**config.mk**
```make
export PLATFORM = sky130hd
export DESIGN_NAME = sxtq_cell
export DESIGN_NICKNAME = d
export VERILOG_FILES = /design/src/sxtq_pkg.sv /design/src/sxtq_cell.sv
export SDC_FILE = /design/constraint.sdc
export NUM_CORES = 1
export LEC_CHECK = 0
export BUFFER_PORTS_ARGS = -buffer_cell sky130_fd_sc_hd__buf_2
export CORE_ASPECT_RATIO = 0.5
export CORE_MARGIN = 2
export CORE_UTILIZATION = 48
export DETAILED_ROUTE_END_ITERATION = 8
export GPL_TIMING_DRIVEN = 1
export PLACE_DENSITY = 0.86
export SLEW_MARGIN = 20
export SYNTH_ARGS = -nofsm -noshare
export SYNTH_HDL_FRONTEND = slang
export SYNTH_SLANG_ARGS = --single-unit
```
**constraint.sdc**
```tcl
create_clock -name clk -period 7.65 [get_ports clk]
set_clock_uncertainty 0.05 [all_clocks]
set_input_delay 0 -clock clk [delete_from_list [all_inputs] [get_ports clk]]
set_output_delay 0 -clock clk [all_outputs]
set_load 0.05 [all_outputs]
```
**src/sxtq_pkg.sv**
```systemverilog
// Package for the sorted expiry timer queue: beat structs, cell entry and
// control types, operation, status and cell command codes. No dependencies.
package sxtq_pkg;

  localparam int HANDLE_W    = 10;
  localparam int TIME_W      = 32;
  localparam int MAX_RESULTS = 32;
  localparam int POP_W       = $clog2(MAX_RESULTS);

  localparam logic [1:0] OP_ADD    = 2'd0;
  localparam logic [1:0] OP_DELETE = 2'd1;
  localparam logic [1:0] OP_ADJUST = 2'd2;
  localparam logic [1:0] OP_TICK   = 2'd3;

  localparam logic [1:0] ST_OK        = 2'd0;
  localparam logic [1:0] ST_FULL      = 2'd1;
  localparam logic [1:0] ST_NOT_FOUND = 2'd2;
  localparam logic [1:0] ST_DUPLICATE = 2'd3;

  localparam logic [2:0] CMD_HOLD   = 3'd0;
  localparam logic [2:0] CMD_LOOK   = 3'd1;
  localparam logic [2:0] CMD_INSERT = 3'd2;
  localparam logic [2:0] CMD_DELETE = 3'd3;
  localparam logic [2:0] CMD_POP    = 3'd4;

  typedef struct packed {
    logic [1:0]          op;
    logic [HANDLE_W-1:0] handle;
    logic [TIME_W-1:0]   expires_at;
    logic [TIME_W-1:0]   now_time;
  } req_t;

  typedef struct packed {
    logic [HANDLE_W-1:0] handle_out;
    logic                expired;
    logic [1:0]          status;
    logic                last;
  } result_t;

  typedef struct packed {
    logic                valid;
    logic [TIME_W-1:0]   expiry;
    logic [HANDLE_W-1:0] handle;
  } entry_t;

  typedef struct packed {
    logic [2:0]          cmd;
    logic [TIME_W-1:0]   key_time;
    logic [HANDLE_W-1:0] key_handle;
  } cell_ctl_t;

endpackage

```
**src/sxtq_cell.sv**
```systemverilog
// One cell of the sorted timer chain: holds a single entry and a match flag.
// Depends on sxtq_pkg for the entry and control types and the command codes.
module sxtq_cell
  import sxtq_pkg::*;
(
  input  logic      clk,
  input  logic      rst,
  input  cell_ctl_t ctl,
  input  entry_t    left,
  input  logic      left_gt,
  input  entry_t    right,
  input  logic      chain_in,
  output logic      chain_out,
  output entry_t    ent,
  output logic      gt,
  output logic      hit
);

  entry_t ent_next;
  logic   hit_next;

  always_comb begin
    gt        = ent.valid && (ent.expiry > ctl.key_time);
    chain_out = chain_in | hit;
    ent_next  = ent;
    hit_next  = hit;
    case (ctl.cmd)
      CMD_LOOK: begin
        hit_next = ent.valid && (ent.handle == ctl.key_handle);
      end
      CMD_INSERT: begin
        // Entries later than the key move one place down; the first free or
        // later slot after an occupied, not-later neighbour takes the key.
        if (left_gt) begin
          ent_next = left;
        end else if (left.valid && (!ent.valid || gt)) begin
          ent_next = '{valid: 1'b1, expiry: ctl.key_time, handle: ctl.key_handle};
        end
      end
      CMD_DELETE: begin
        if (chain_out) begin
          ent_next = right;
        end
      end
      CMD_POP: begin
        ent_next = right;
      end
      default: begin
        ent_next = ent;
      end
    endcase
  end

  always_ff @(posedge clk) begin
    if (rst) begin
      ent.valid <= 1'b0;
    end else begin
      ent.valid <= ent_next.valid;
    end
    ent.expiry <= ent_next.expiry;
    ent.handle <= ent_next.handle;
    hit        <= hit_next;
  end

endmodule
```
* Word level (Yosys, flattened, before mapping)
Index checks and enable logic that the tools add are counted.
** Cells by class
- $add $sub $neg :: 0
- Multipliers :: 0
- Div/mod/pow operators :: 0
- $lt $le $gt $ge :: 1
- Equal/unequal tests :: 7
- Shift operators :: 0
- Mux-type cells :: 4
- Bitwise gates (word level) :: 1
- Reductions and logical operators :: 7
** Operator list (number)
- two-way mux 43 bit :: 3
- one-hot mux 43 bit (3 select lines) :: 1
- greater-than comparator 32 bit :: 1
- == test 10 bit :: 1
- == test 3 x 2 -> 1 bit, second input constant :: 2
- == test 3 x 1 -> 1 bit, second input constant :: 1
- == test 3 bit, second input constant :: 1
- logical AND 1 bit :: 3
- inequality test 3 bit, second input constant :: 1
- AND reduction 3 bit :: 1
- nonzero test 3 bit :: 1
- inequality test 2 bit, second input constant :: 1
- zero test 1 bit :: 1
- logical OR 1 bit :: 1
- bitwise OR 1 bit :: 1
** Storage, ports and cells
- Bits in registers :: 44
- Latch bits :: 0
- Bits in writable memories :: 0
- ROM bits :: 0
- Bits of input ports :: 135
- Output and inout port bits :: 46
- Word-level logic and storage cells :: 24
- Memories kept :: 0

* Longest topological paths before layout
- Depth in word-level cells :: 7
- Depth in mapped cells :: 7
- Mapped depth without buffers :: 7

* Least setup slack after synthesis
OpenSTA, ideal clock, no wires.
- Kind :: reg-to-reg
- Start point :: register ent[41] (netlist name)
- End point :: register ent[0] (netlist name), enable pin
- Setup time :: 0.467 ns
- Data arrival time :: 4.030 ns
- Required time :: 7.133 ns
- Slack :: 3.103 ns
- Cell stages (with the launch flop) :: 6
- Buffers on the path :: 0
- Period minus slack after synthesis :: 4.547 ns
- Cell sequence :: edfxtp_1 ha_1 nand4_2 a2111oi_0 o31ai_1 a31oi_1
** On the way
- Cells in the longest elaborated chain, start to end :: 6
** Ends and longest elaborated chain
- from (decl) :: line sxtq_cell.sv:14 : output entry_t ent,
- greater-than comparator 32 bit :: line sxtq_cell.sv:23 : gt = ent.valid && (ent.expiry > ctl.key_time);
- logical AND 1 bit :: line sxtq_cell.sv:23
- logical OR 1 bit :: line sxtq_cell.sv:36 : end else if (left.valid && (!ent.valid || gt)) begin
- logical AND 1 bit :: line sxtq_cell.sv:36
- inequality test 3 bit (no line)
- AND reduction 3 bit (no line)
No other way between the ends.
A chain may end at the register's enable or synchronous reset.

* Final worst setup path
- Start point :: register ent[37] (netlist name)
- End point :: register ent[33] (netlist name), enable pin
The elaborated chain is that of the path after synthesis.

==> results_dict.tcl <==
set metrics [dict create \
    status "finished, violations left" \
    failed_checks "hold timing" \
    timing.final.crit_period_ns 2.75 \
    drc 0 \
    synth-edff-count 43 \
    area_growth_pct 40.7 \
    hold_ws_ns -0.00667 \
    p_leak_nw 2.25 \
    dpl.hpwl_um 6790 \
    critical_path_class "register to register" \
    muxShareOfSynthArea 0.132 \
    cts_resized 0 \
    fmax_mhz 364 \
    ys_seq_area_frac 0.410 \
    grt_pass1_wl_um 13600 \
    max_stage_delay_ns 0.50 \
    synth_top_family_by_area "compound AO/OA/AOI/OAI gates" \
    crit_fanout 42 \
    register_area_sq_um 1310 \
    cpMaxStageDelayCell "buf_4" \
    syn_area_sq_um 3200 \
    tightest_slew_ns 1.01 \
    synth_compound_area_frac 0.135 \
    arrival_ns 2.62 \
    dieArea_sq_um 7370 \
    grt_usage 0.234 \
    cts.sinks 44 \
    post_cts.repair.setup_buffers 0 \
    die_y_um 61.7 \
    initial_core_util 0.511 \
    synthArstFlopShare 0 \
    syn_area_per_cell_sq_um 9.83 \
    powerDensity_nw_per_um2 174 \
    clkTransAtPathRegs_ns 0.07 \
    clock_path_buffers 2 \
    gp_congestion 0.779 \
    end_kind "register" \
    rsz0062_at_grt "false" \
    crit_chain "ha_1, nand4_1, nor4_2, nor2b_1, o31ai_1, a31oi_4, buf_4" \
    ys_types 34 \
    final.setup.tns_ns 0 \
    setup_violations 0 \
    cts_tree "yes" \
    io_pins 181 \
    max_cap_violations 0 \
    vias 3117 \
    viasPerCell 5.15 \
    synth_adder_area_share 0.125 \
    wl_per_cell_um 14.8 \
    cp.required_ns 7.52 \
    grt_max_degree 47 \
    cts_max_level 2 \
    clk_latency_ns 0.28 \
    place_area_sq_um 4180 \
    slew_viol_final 0 \
    period_share 0.359 \
    num_rows 20 \
    nets 683 \
    synth_cells 325 \
    layout_common_cells "180 x buf_2, 56 x a21oi_1, 45 x nor2_1, 43 x edfxtp_1, 42 x mux2i_1" \
    yosysWarnings 0 \
    cts-root-buf "clkbuf_16" \
    drtIter0Drc 117 \
    fin_area_sq_um 4500 \
    firstDrtPassIters 4 \
    synth.net_count 492 \
    antenna_cells 0 \
    synthSimpleGateAreaFrac 0.108 \
    multi_input_area_sq_um 1710 \
    hold_viol 1 \
    synth_seq_cells 44 \
    final_common_cell "buf_2" \
    fill_cells 508 \
    coreArea_sq_um 6260 \
    hp-class "input port to register" \
    ant_nets 0 \
    die_w_um 119 \
    antenna_found_initial 0 \
    wl_um 8930 \
    vdd_drop_max_mv 0.103 \
    grt_pass1_vias 2984 \
    critPathLaunchType "register" \
    overflow 0 \
    io_buffers 180 \
    drive_gt1_frac 0.377 \
    synthXorXnorAreaFrac 0.0274 \
    synthFlopType "edfxtp_1" \
    cts_buffers 5 \
    slew_headroom 0.326 \
]
[worst paths after layout]
| check | from | cells after the start | endpoint | slack (ns) |
|---|---|---|---|---|
| worst max register to register | ent[37] | 7 | ent[33] | 4.90 |
| worst min register to register | ent[42] | 2 | ent[42] | 0.48 |
| worst max-delay path | ent[37] | 7 | ent[33] | 4.90 |
| worst min-delay path | right[24] | 3 | ent[24] | -0.007 |
[repair_timing]
action,in CTS,in global routing
hold buffers,15,0
endpoints found under the hold margin,14,0
setup endpoints to repair,0,0
[synthesized netlist by cell type (2+ instances only)]
cell	number	area [sq um]
edfxtp_1	43	1290
a2111oi_0	2	17.5
a21oi_1	56	280
nor3b_1	2	15.0
inv_1	34	128
a21o_1	4	30.0
o21a_1	2	15.0
nand4_1	9	56.3
buf_2	10	50.1
o31ai_1	2	15.0
buf_4	2	15.0
nor2_1	45	169
ha_1	32	400
nand3_1	5	25.0
mux2i_1	42	420
nor2b_1	3	18.8
clkbuf_1	2	7.51
xnor2_1	10	87.6
nand2_1	5	18.8
[per-stage QoR]
| stage | instances | util | total power (W) | worst slack [ns] | hold slack (ns) |
|---|---|---|---|---|---|
| global route | 605 | 0.719 | 0.000820 | 4.75 | 0.00856 |
| detailed placement | 582 | 0.668 | 0.000536 | 4.96 | 0.106 |
| global placement | 582 | 0.668 | 0.000529 | 5.04 | 0.109 |
| finish | 605 | 0.719 | 0.000784 | 4.90 | -0.00667 |
| floorplan | 325 | - | 0.000458 | 3.10 | 0.0191 |
| CTS | 605 | 0.719 | 0.000785 | 4.94 | 0.000290 |
[metal layers]
| layer | up-vias | wire, um | track usage |
|---|---|---|---|
| met5 | - | 0 | 0 |
| li1 | 1558 | - | - |
| met1 | 1448 | 3720 | 0.278 |
| met2 | 93 | 4650 | 0.458 |
| met4 | 0 | 174 | 0.0756 |
| met3 | 18 | 380 | 0.0356 |
[where the power goes]
part / internal (W) / switching, W / total, W / leakage (nW)
clock: 0.000153 / 0.0000919 / 0.000245 / 0.0798
sequential: 0.000290 / 0.0000102 / 0.000301 / 0.412
combinational: 0.0000885 / 0.000149 / 0.000238 / 1.76
[critical path, delay by kind of cell (launching register included)]
kind | cells | cell delay, ns
flops | 1 | 0.41
compound gates | 2 | 0.36
simple gates | 3 | 0.70
fa+ha+maj | 1 | 0.36
buf+inv | 1 | 0.50
[logic make-up (layout without fill, tap and decap cells)]
kind of cell | count (synthesis) | count (layout)
buffers and inverters | 48 | 240
multiplexers | 42 | 42
AO/OA/AOI/OAI | 75 | 75
XOR/XNOR | 10 | 10
adder cells (fa/ha/maj) | 32 | 32
AND/OR/NAND/NOR | 74 | 74
flip-flops | 44 | 44
[area by class of cell]
type	instances	area share
clock inverter	3	0.00946
sequential	44	0.292
multi-input combinational	233	0.380
inverter	34	0.0284
tap	88	0.0245
timing repair buffer	198	0.239
clock buffer	5	0.0278
[state kept, by name, summed over array words and instances, names as in the netlist]
register  flops
hit           1
ent          43
No activity file was read; power rests on OpenSTA's default activity.
